### src/rtl/dgrw_pkg.sv
// ----------------------------------------------------------------------------
// dgrw_pkg: shared definitions for the DDA grid ray walk unit
// Widths, fixed-point constants, opcodes and the divider handshake structs.
// ----------------------------------------------------------------------------
`default_nettype none

package dgrw_pkg;

	// Map geometry: a square map whose side is a power of two.
	localparam int CELL_W   = 6;
	localparam int MAP_SIZE = 1 << CELL_W;
	localparam int ADDR_W   = 2 * CELL_W;
	localparam int MAP_CELLS = MAP_SIZE * MAP_SIZE;

	// Fixed-point formats.
	localparam int FRAC_BITS = 16;
	localparam int POS_W     = CELL_W + FRAC_BITS;
	localparam int DIR_W     = FRAC_BITS + 2;
	localparam int DIST_W    = 32;

	// Signed numerator of the wall distance and its magnitude.
	localparam int NUM_S_W = POS_W + 2;
	localparam int NUM_W   = POS_W + 1;

	// Default walk limit.
	localparam int MAX_STEPS_DEF = 128;

	// Opcodes.
	localparam logic OP_WRITE = 1'b0;
	localparam logic OP_CAST  = 1'b1;

	// Divider request and response.
	typedef struct packed {
		logic               go;
		logic [NUM_W-1:0]   num;
		logic [DIR_W-1:0]   den;
	} div_req_t;

	typedef struct packed {
		logic               done;
		logic [DIST_W-1:0]  quo;
	} div_rsp_t;

endpackage

`default_nettype wire

### src/rtl/dgrw_div.sv
// ----------------------------------------------------------------------------
// dgrw_div: restoring divider for the perpendicular wall distance
// Computes (num << FRAC_BITS) / den one quotient bit per cycle and
// saturates the quotient to the distance width.
// ----------------------------------------------------------------------------
`default_nettype none

module dgrw_div
	import dgrw_pkg::*;
(
	input  wire logic     clk,
	input  wire logic     arst_n,
	input  wire div_req_t req,
	output div_rsp_t      rsp
);

	localparam int DVD_W = NUM_W + FRAC_BITS;
	localparam int CNT_W = $clog2(DVD_W + 1);

	logic             run_q;
	logic             done_q;
	logic [CNT_W-1:0] cnt_q;
	logic [DIR_W-1:0] rem_q;
	logic [DIR_W-1:0] den_q;
	logic [DVD_W-1:0] quo_q;

	logic [DIR_W:0]   trial;
	logic [DIR_W:0]   diff;
	logic             fits;

	// Trial subtraction of the shifted partial remainder.
	assign trial = {rem_q, quo_q[DVD_W-1]};
	assign diff  = trial - {1'b0, den_q};
	assign fits  = trial >= {1'b0, den_q};

	// Iteration control.
	always_ff @(posedge clk or negedge arst_n) begin
		if (!arst_n) begin
			run_q  <= 1'b0;
			done_q <= 1'b0;
			cnt_q  <= '0;
		end else begin
			done_q <= 1'b0;
			if (req.go) begin
				run_q <= 1'b1;
				cnt_q <= CNT_W'(DVD_W);
			end else if (run_q) begin
				cnt_q <= cnt_q - 1'b1;
				if (cnt_q == CNT_W'(1)) begin
					run_q  <= 1'b0;
					done_q <= 1'b1;
				end
			end
		end
	end

	// Remainder and quotient datapath.
	always_ff @(posedge clk) begin
		if (req.go) begin
			rem_q <= '0;
			den_q <= req.den;
			quo_q <= {req.num, {FRAC_BITS{1'b0}}};
		end else if (run_q) begin
			rem_q <= fits ? diff[DIR_W-1:0] : trial[DIR_W-1:0];
			quo_q <= {quo_q[DVD_W-2:0], fits};
		end
	end

	// Saturate to the distance width.
	assign rsp.done = done_q;
	assign rsp.quo  = (|quo_q[DVD_W-1:DIST_W]) ? {DIST_W{1'b1}} : quo_q[DIST_W-1:0];

endmodule

`default_nettype wire

### config.mk
export PLATFORM = sky130hd
export DESIGN_NAME = dgrw_div
export DESIGN_NICKNAME = d
export VERILOG_FILES = /design/src/rtl/dgrw_pkg.sv /design/src/rtl/dgrw_div.sv
export SDC_FILE = /design/constraint.sdc
export NUM_CORES = 1
export LEC_CHECK = 0
export BUFFER_PORTS_ARGS = -buffer_cell sky130_fd_sc_hd__buf_2
export CORE_ASPECT_RATIO = 1.2
export CORE_MARGIN = 5
export CORE_UTILIZATION = 59
export CTS_BUF_LIST = sky130_fd_sc_hd__clkbuf_8
export DETAILED_ROUTE_END_ITERATION = 7
export GPL_TIMING_DRIVEN = 0
export HOLD_SLACK_MARGIN = 0.03
export PLACE_DENSITY = 0.8
export SYNTH_ARGS = -nofsm -noshare
export SYNTH_HDL_FRONTEND = slang
export SYNTH_SLANG_ARGS = --single-unit
### constraint.sdc
create_clock -name clk -period 3 [get_ports clk]
set_input_delay 0.3 -clock clk [delete_from_list [all_inputs] [get_ports clk]]
set_output_delay 0.3 -clock clk [all_outputs]
set_load 0.01 [all_outputs]
==> results of run 1 <==
-- worst max-delay path, delay by kind of cell, from the launching register on --
family / cells / cell delay (ps)
flip-flops: 1 / 420
buffers and inverters: 2 / 140
AO/OA/AOI/OAI: 4 / 1250
adder cells (fa/ha/maj): 2 / 580
AND/OR/NAND/NOR: 2 / 270
-- final timing paths --
kind | from | to | slack [ps] | cells past startpoint
hold / removal | req[13] | den_q[13] | 100 | 1
setup / recovery | quo_q[38] | rem_q[12] | 210 | 10
max in group asynchronous | arst_n | run_q | 2510 | 2
min in group asynchronous | arst_n | cnt_q[3] | 310 | 2
setup reg to reg | quo_q[38] | rem_q[12] | 210 | 10
hold reg to reg | rem_q[7] | rem_q[7] | 500 | 2
-- area by class of cell --
| type | count | area, um2 | area share |
|---|---|---|---|
| multi-input cells | 325 | 2260 | 0.427 |
| flip-flops and latches | 83 | 2110 | 0.400 |
| repair buffers | 77 | 390 | 0.0739 |
| plain buffers | 25 | 126 | 0.0239 |
| clock buffers | 9 | 124 | 0.0234 |
| well taps | 92 | 115 | 0.0218 |
| inverters | 27 | 101 | 0.0192 |
| clock inverters | 7 | 58.8 | 0.0111 |
-- cell families (layout without fill, tap and decap cells) --
family,after synthesis,in the layout,share of synthesized area
compound gates,118,118,0.191
fa+ha+maj,21,21,0.0589
buf+inv,52,145,0.0496
mux,17,17,0.0373
xor+xnor,14,14,0.0267
simple gates,155,155,0.177
flops,83,83,0.460
-- layer usage --
layer	track usage	vias to the layer above	routed length, um
li1	-	1865	-
met1	0.301	1859	4670
met2	0.403	153	5660
met3	0.0421	22	700
met4	0.0904	0	245
met5	0	-	0
-- through the flow --
| stage | utilization | total power [uW] | cell area [um2] |
|---|---|---|---|
| after floorplan | - | 2460 | 4590 |
| after global placement | 0.668 | 2750 | 5090 |
| after detailed placement | 0.668 | 2800 | 5090 |
| after CTS | 0.693 | 3560 | 5280 |
| after global routing | 0.693 | 3800 | 5280 |
| final | 0.693 | 3580 | 5280 |
-- layout by cell type, fill, tap and decap left out, drive strengths merged, types with 20 or more instances in the layout --
cell type,instances
or2,32
clkbuf,23
buf,87
inv,32
a22o,22
ha,20
dfxtp,34
edfxtp,41
nand2,30
a21oi,21
nor2,32
-- flip-flops by register name (all words and copies together), names as in the netlist --
signal / count
done_q: 1
cnt_q: 6
run_q: 1
rem_q: 18
quo_q: 39
den_q: 18
-- power groups by stage --
stage	clock network, uW	registers [uW]	logic (uW)
2_1_floorplan	0	1440	1020
3_5_place_dp	0	1480	1310
5_1_grt	828	1480	1490
4_1_cts	777	1460	1330
6_report	771	1460	1350
3_3_place_gp	0	1480	1280
-- repair_timing --
action | CTS | global route
setup endpoints to repair | 0 | 6
hold buffers | 1 | 0
gates resized for setup | 0 | 1
hold endpoints to repair | 8 | 0
==> results.sh, run 1 <==
export IMPL_numCtsBuffers=9
export IMPL_clock_fmax_mhz=359
export IMPL_die_area_mm2=0.00965
export IMPL_wl_per_cell_um=17.5
export IMPL_start_util=0.603
export IMPL_drtPass1Iterations=6
export IMPL_critPathSlowestCell="fa_1"
export IMPL_rsz0062_at_grt="false"
export IMPL_relSlewSlack=0.425
export IMPL_crit_type="reg2reg"
export IMPL_io_buffers=76
export IMPL_post_synth_top_area_fraction=0.268
export IMPL_grt_pass1_vias=3993
export IMPL_intPower_uw=2210
export IMPL_switching_share=0.382
export IMPL_die_width_um=90.5
export IMPL_synth_cell_types=60
export IMPL_grt_usage=0.237
export IMPL_start_kind="register"
export IMPL_drcViolationCount=0
export IMPL_finClkSkew_ps=15.7
export IMPL_vias_per_cell=6.04
export IMPL_ys_async_sr_fraction=0.0964
export IMPL_worstHoldPathType="in2reg"
export IMPL_synthTopCellsByCount="41 x edfxtp_1, 34 x dfxtp_1, 32 x or2_2"
export IMPL_period_share=0.929
export IMPL_place_congestion=0.883
export IMPL_yosysMostFrequentCell="edfxtp_1"
export IMPL_worst_pin_slew_ps=862
export IMPL_netlist_area_mm2=0.00459
export IMPL_arrival_ps=3010
export IMPL_num_vias=3899
export IMPL_power_per_cell_area_mw_per_mm2=678
export IMPL_numClockSinks=83
export IMPL_nets=613
export IMPL_ant_nets=0
export IMPL_clockBufferDepth=2
export IMPL_io_pins=77
export IMPL_dp_cells=628
export IMPL_end_kind="register"
export IMPL_ys_ff_latch=83
export IMPL_drive_above_1_share=0.250
export IMPL_yosys_warnings=0
export IMPL_p_leak_uw=0.00227
export IMPL_postSynthCellCount=460
export IMPL_finalWirelength_mm=11.3
export IMPL_p_clk_frac=0.215
export IMPL_cap_viol_max_count=0
export IMPL_hold_viol_final=0
export IMPL_min_period_ps=2790
export IMPL_syn_to_final_growth_pct=15.1
export IMPL_max_stage_delay_ps=430
export IMPL_dp_hpwl_mm=8.22
export IMPL_clk_latency_ps=370
export IMPL_synthFlopType="edfxtp_1"
export IMPL_gr_total_overflow=0
export IMPL_whs_ps=102
export IMPL_yosys_area_top_type="edfxtp_1"
export IMPL_finalMaxSlewViolations=0
export IMPL_root_buffer="clkbuf_8"
export IMPL_vdd_drop_max_mv=0.450
export IMPL_place_ws_ps=264
export IMPL_p_comb_frac=0.376
export IMPL_finish_cell_count_without_fillers=645
export IMPL_cp_required_ps=3230
export IMPL_synth_area_leaders="edfxtp_1 27%, dfxtp_1 15%, ha_1 5.4%, dfrtp_1 4.4%, or2_2 4.4%"
export IMPL_cts_tree="yes"
export IMPL_power_switching_uw=1370
export IMPL_antenna_found_initial=0
export IMPL_ys_seq_area_frac=0.460
export IMPL_core_mm2=0.00762
export IMPL_status="completed"
export IMPL_path_max_fanout=7
export IMPL_cts_max_level=3
export IMPL_synth_edf_count=41
export IMPL_drt_iter0_markers=291
export IMPL_die_h_um=107
export IMPL_num_antenna_cells=0
export IMPL_cts_setup_buffers=0
export IMPL_syn_avg_cell_area_um2=9.98
export IMPL_synth_nets=525
export IMPL_cp_cell_sequence="inv_1, ha_1, inv_1, fa_1, a211oi_1, o211ai_1, nand2_1, nor3_1, o311ai_0, o211ai_1"
export IMPL_path_clk_slew_ps=100
export IMPL_nFillCells=626
export IMPL_pwr_share_seq=0.408
export IMPL_grt_max_degree=24
export IMPL_setup_violations=0
export IMPL_rows=35
export IMPL_finalSetupTns_ps=0
export IMPL_grt_pass1_wl_mm=18.8
export IMPL_setup_slack_ps=212
Power figures use the tool's default switching activity.
==> run 2, diff against run 1 <==
--- a/config.mk
+++ b/config.mk
@@ -5,7 +5,7 @@
 export SDC_FILE = /design/constraint.sdc
 export NUM_CORES = 1
 export LEC_CHECK = 0
-export BUFFER_PORTS_ARGS = -buffer_cell sky130_fd_sc_hd__buf_2
+export BUFFER_PORTS_ARGS = -buffer_cell sky130_fd_sc_hd__clkbuf_2
 export CORE_ASPECT_RATIO = 1.2
 export CORE_MARGIN = 5
 export CORE_UTILIZATION = 59
@@ -14,6 +14,7 @@
 export GPL_TIMING_DRIVEN = 0
 export HOLD_SLACK_MARGIN = 0.03
 export PLACE_DENSITY = 0.8
+export SLEW_MARGIN = 0
 export SYNTH_ARGS = -nofsm -noshare
 export SYNTH_HDL_FRONTEND = slang
 export SYNTH_SLANG_ARGS = --single-unit
==> results.sh, run 2 (same netlist as run 1, synthesis figures left out) <==
export IMPL_status="completed"
export IMPL_reg2reg_to="rem_q[10]"
export IMPL_die_h_um=107
export IMPL_num_antenna_cells=0
export IMPL_whs_endpoint="den_q[0]"
export IMPL_root_buffer="clkbuf_8"
export IMPL_grt_usage=0.229
export IMPL_setup_violations=0
export IMPL_relSlewSlack=0.408
export IMPL_antenna_found_initial=0
export IMPL_rsz0062_at_grt="false"
export IMPL_clock_fmax_mhz=360
export IMPL_finalWirelength_mm=11.0
export IMPL_reg_largest_list="quo_q x39, den_q x18, rem_q x18"
export IMPL_vias_per_cell=6.10
export IMPL_nFillCells=614
export IMPL_reg2reg_slack_ps=220
export IMPL_largest_reg_flops=39
export IMPL_syn_to_final_growth_pct=15.8
export IMPL_worstHoldPathCells=1
export IMPL_worstHoldPathType="in2reg"
export IMPL_min_from="req[0]"
export IMPL_cp_top_family="compound AO/OA/AOI/OAI gates"
export IMPL_clockBufferDepth=2
export IMPL_cp_required_ps=3240
export IMPL_mostFrequentLayoutCells="76 x clkbuf_2, 41 x edfxtp_1, 34 x dfxtp_1, 32 x or2_2, 31 x nor2_1"
export IMPL_start_kind="register"
export IMPL_finish_cell_count_without_fillers=645
export IMPL_crit_type="reg2reg"
export IMPL_grt_max_degree=24
export IMPL_place_ws_ps=286
export IMPL_num_vias=3933
export IMPL_finalMaxSlewViolations=0
export IMPL_cp_cell_sequence="inv_1, ha_1, inv_1, fa_1, a211oi_1, o211ai_1, a21boi_0, xor2_1, a211oi_1, a311o_1"
export IMPL_start_util=0.603
export IMPL_dp_cells=628
export IMPL_finClkSkew_ps=17.9
export IMPL_vdd_drop_max_mv=0.356
export IMPL_final_core_util=0.698
export IMPL_wl_per_cell_um=17.0
export IMPL_finalSetupTns_ps=0
export IMPL_place_congestion=0.884
export IMPL_clk_latency_ps=350
export IMPL_nets=613
export IMPL_io_buffers=76
export IMPL_r2r_start="quo_q[38]"
export IMPL_regMostFlops="quo_q"
export IMPL_ant_nets=0
export IMPL_path_depth=10
export IMPL_numCtsBuffers=9
export IMPL_cts_tree="yes"
export IMPL_drtPass1Iterations=7
export IMPL_drive_above_1_share=0.250
export IMPL_drcViolationCount=0
export IMPL_end_kind="register"
export IMPL_numClockSinks=83
export IMPL_grt_pass1_wl_mm=18.1
export IMPL_min_period_ps=2780
export IMPL_dp_hpwl_mm=8.06
export IMPL_cts_max_level=3
export IMPL_path_max_fanout=7
export IMPL_io_pins=77
export IMPL_max_stage_delay_ps=430
export IMPL_critPathSlowestCell="edfxtp_1"
export IMPL_critPathBufInv=2
export IMPL_die_width_um=90.5
export IMPL_grt_pass1_vias=3834
export IMPL_setup_slack_ps=223
export IMPL_p_leak_uw=0.00234
export IMPL_path_clk_slew_ps=100
export IMPL_core_mm2=0.00762
export IMPL_mostFrequentLayoutCell="clkbuf_2"
export IMPL_worst_pin_slew_ps=887
export IMPL_rows=35
export IMPL_arrival_ps=3010
export IMPL_drt_iter0_markers=286
export IMPL_power_per_cell_area_mw_per_mm2=696
export IMPL_period_share=0.926
export IMPL_cap_viol_max_count=0
export IMPL_gr_total_overflow=0
export IMPL_die_area_mm2=0.00965
export IMPL_hold_viol_final=0
export IMPL_r2r_cells=10
-- run 2: cell type report --
| type | instances | area [um2] | area share |
|---|---|---|---|
| repair buffers | 77 | 390 | 0.0734 |
| clock inverters | 7 | 92.6 | 0.0174 |
| multi-input cells | 325 | 2260 | 0.424 |
| flip-flops and latches | 83 | 2110 | 0.397 |
| well taps | 92 | 115 | 0.0216 |
| plain buffers | 25 | 126 | 0.0238 |
| inverters | 27 | 101 | 0.0191 |
| clock buffers | 9 | 124 | 0.0233 |
-- run 2: worst max-delay path by stage --
stage | from | slack [ps] | end
CTS | den_q[4] | 220 | rem_q[14]
floorplan | den_q[13] | 600 | rem_q[8]
global route | den_q[15] | 40 | rem_q[16]
detailed placement | den_q[4] | 290 | rem_q[14]
finish | quo_q[38] | 220 | rem_q[10]
global placement | rem_q[3] | 350 | rem_q[16]
-- run 2: routing by layer --
layer | GRT usage | vias up | part of all wire
met5 | 0 | - | 0
met4 | 0.0872 | 0 | 0.023
met3 | 0.0554 | 26 | 0.066
met2 | 0.386 | 152 | 0.50
met1 | 0.283 | 1882 | 0.41
li1 | - | 1873 | -
-- run 2: per-stage QoR --
stage                     hold slack (ps)  cell area [um2]  power (uW)
after floorplan                      4.41             4590        2460
after global placement                155             5090        2760
after detailed placement              161             5090        2800
after CTS                             106             5310        3680
after global routing                  106             5320        3920
final                                 116             5320        3700
-- run 2: power by group --
part / internal [uW] / switching, uW / leakage [uW]
combinational: 552 / 800 / 0.00143
clock: 470 / 415 / 0.000115
sequential: 1350 / 119 / 0.000795
total: 2370 / 1330 / 0.00234
-- run 2: what timing repair did --
action	in CTS	in global routing
hold buffers	1	0
endpoints found under the setup margin	0	2
endpoints found under the hold margin	8	0
gates resized for setup	0	1
setup buffers	0	0
==> run 3, diff against run 2 <==
--- a/config.mk
+++ b/config.mk
@@ -6,9 +6,11 @@
 export NUM_CORES = 1
 export LEC_CHECK = 0
 export BUFFER_PORTS_ARGS = -buffer_cell sky130_fd_sc_hd__clkbuf_2
+export CELL_PAD_IN_SITES_DETAIL_PLACEMENT = 1
+export CELL_PAD_IN_SITES_GLOBAL_PLACEMENT = 2
 export CORE_ASPECT_RATIO = 1.2
 export CORE_MARGIN = 5
-export CORE_UTILIZATION = 59
+export CORE_UTILIZATION = 37
 export CTS_BUF_LIST = sky130_fd_sc_hd__clkbuf_8
 export DETAILED_ROUTE_END_ITERATION = 7
 export GPL_TIMING_DRIVEN = 0
==> results.sh, run 3 (same netlist as run 1, synthesis figures left out) <==
export IMPL_die_width_um=112
export IMPL_path_clk_slew_ps=90
export IMPL_numClockSinks=83
export IMPL_critPathSlowestCell="edfxtp_1"
export IMPL_finClkSkew_ps=8.74
export IMPL_min_period_ps=2760
export IMPL_r2r_cells=11
export IMPL_end_kind="register"
export IMPL_setup_violations=0
export IMPL_worst_pin_slew_ps=917
export IMPL_cts_tree="yes"
export IMPL_top_usage_layer="met2"
export IMPL_syn_to_final_growth_pct=17.3
export IMPL_regMostFlops="quo_q"
export IMPL_reg2reg_slack_ps=240
export IMPL_io_buffers=76
export IMPL_whs_endpoint="den_q[14]"
export IMPL_core_mm2=0.0121
export IMPL_drcViolationCount=0
export IMPL_reg2reg_to="rem_q[4]"
export IMPL_numCtsBuffers=9
export IMPL_grt_max_degree=24
export IMPL_gr_total_overflow=0
export IMPL_drive_above_1_share=0.251
export IMPL_whs_ps=112
export IMPL_p_leak_uw=0.00233
export IMPL_arrival_ps=2970
export IMPL_cp_required_ps=3210
export IMPL_io_pins=77
export IMPL_rsz0062_at_grt="false"
export IMPL_min_from="req[14]"
export IMPL_mostFrequentLayoutCells="76 x clkbuf_2, 41 x edfxtp_1, 34 x dfxtp_1, 32 x or2_2, 31 x nor2_1"
export IMPL_finalSetupTns_ps=0
export IMPL_num_antenna_cells=0
export IMPL_ant_nets=0
export IMPL_reg_largest_list="quo_q x39, den_q x18, rem_q x18"
export IMPL_grt_pass1_wl_mm=20.5
export IMPL_max_stage_delay_ps=370
export IMPL_drt_iter0_markers=204
export IMPL_die_h_um=132
export IMPL_wl_per_cell_um=17.5
export IMPL_rows=44
export IMPL_root_buffer="clkbuf_8"
export IMPL_status="completed"
export IMPL_finalMaxSlewViolations=0
export IMPL_cp_cell_sequence="inv_1, ha_1, buf_4, and3_1, a221oi_1, o21ai_1, a311o_1, buf_6, nor2_1, clkbuf_4, o311ai_0"
export IMPL_path_max_fanout=10
export IMPL_start_util=0.379
export IMPL_num_vias=3794
export IMPL_grt_pass1_vias=3997
export IMPL_worstHoldPathCells=1
export IMPL_largest_reg_flops=39
export IMPL_mostFrequentLayoutCell="clkbuf_2"
export IMPL_dp_hpwl_mm=9.54
export IMPL_place_congestion=0.824
export IMPL_hold_viol_final=0
export IMPL_die_area_mm2=0.0147
export IMPL_start_kind="register"
export IMPL_power_per_cell_area_mw_per_mm2=673
export IMPL_clockBufferDepth=2
export IMPL_vias_per_cell=5.31
export IMPL_antenna_found_initial=0
export IMPL_final_core_util=0.445
export IMPL_cts_max_level=3
export IMPL_relSlewSlack=0.388
export IMPL_finalWirelength_mm=12.5
export IMPL_use_met2=0.308
export IMPL_period_share=0.922
export IMPL_grtUsageMet1=0.205
export IMPL_cap_viol_max_count=0
export IMPL_r2r_start="den_q[13]"
export IMPL_crit_type="reg2reg"
export IMPL_vdd_drop_max_mv=0.244
export IMPL_grt_usage=0.171
export IMPL_worstHoldPathType="in2reg"
export IMPL_clk_latency_ps=360
export IMPL_clock_fmax_mhz=362
export IMPL_nets=614
export IMPL_grtUsageMet3=0.0418
export IMPL_drtPass1Iterations=4
[run 3: worst max-delay path: cells and delay by family (launching register included)]
| kind | cells | cell delay, ps |
|---|---|---|
| flops | 1 | 370 |
| fa+ha+maj | 1 | 230 |
| buf+inv | 4 | 700 |
| simple gates | 2 | 450 |
| compound gates | 4 | 850 |
[run 3: how the worst max path moves through the flow]
stage                     startpoint         to  slack [ps]
after global placement     quo_q[38]  rem_q[10]         210
after floorplan            den_q[13]   rem_q[8]         600
after global routing       rem_q[14]   rem_q[0]           7
after detailed placement   den_q[13]   rem_q[4]         160
after CTS                  den_q[13]   rem_q[4]         130
final                      den_q[13]   rem_q[4]         240
[run 3: repair_timing]
| action | CTS | global route |
|---|---|---|
| endpoints found under the hold margin | 8 | 0 |
| resized for setup | 0 | 3 |
| hold buffers | 1 | 0 |
| setup buffers | 0 | 1 |
| endpoints found under the setup margin | 0 | 8 |
[run 3: layer usage]
layer | part of all wire | routed length [um]
met3 | 0.039 | 482
met2 | 0.52 | 6490
met4 | 0.011 | 133
met5 | 0 | 0
met1 | 0.43 | 5410
[run 3: report_power, final]
part	total, uW	switching [uW]	internal [uW]
Combinational	1380	807	573
Sequential	1460	119	1350
Clock	780	404	376
[run 3: area by class of cell]
cell class                 count  area, um2
clock inverter                 7       62.6
clock buffer                   9        124
inverter                      27        101
fill                        1437       6730
buffer                        25        129
sequential                    83       2110
tap                          161        201
timing repair buffer          78        398
multi-input combinational    325       2260
[run 3: through the flow]
step           total power [uW]  setup WS [ps]  std cells  area (um2)
6_report                   3620            235        715        5390
5_1_grt                    3890           6.82        715        5390
4_1_cts                    3640            128        714        5370
3_5_place_dp               2850            157        697        5170
3_3_place_gp               2810            211        697        5170
2_1_floorplan              2460            602        460        4590
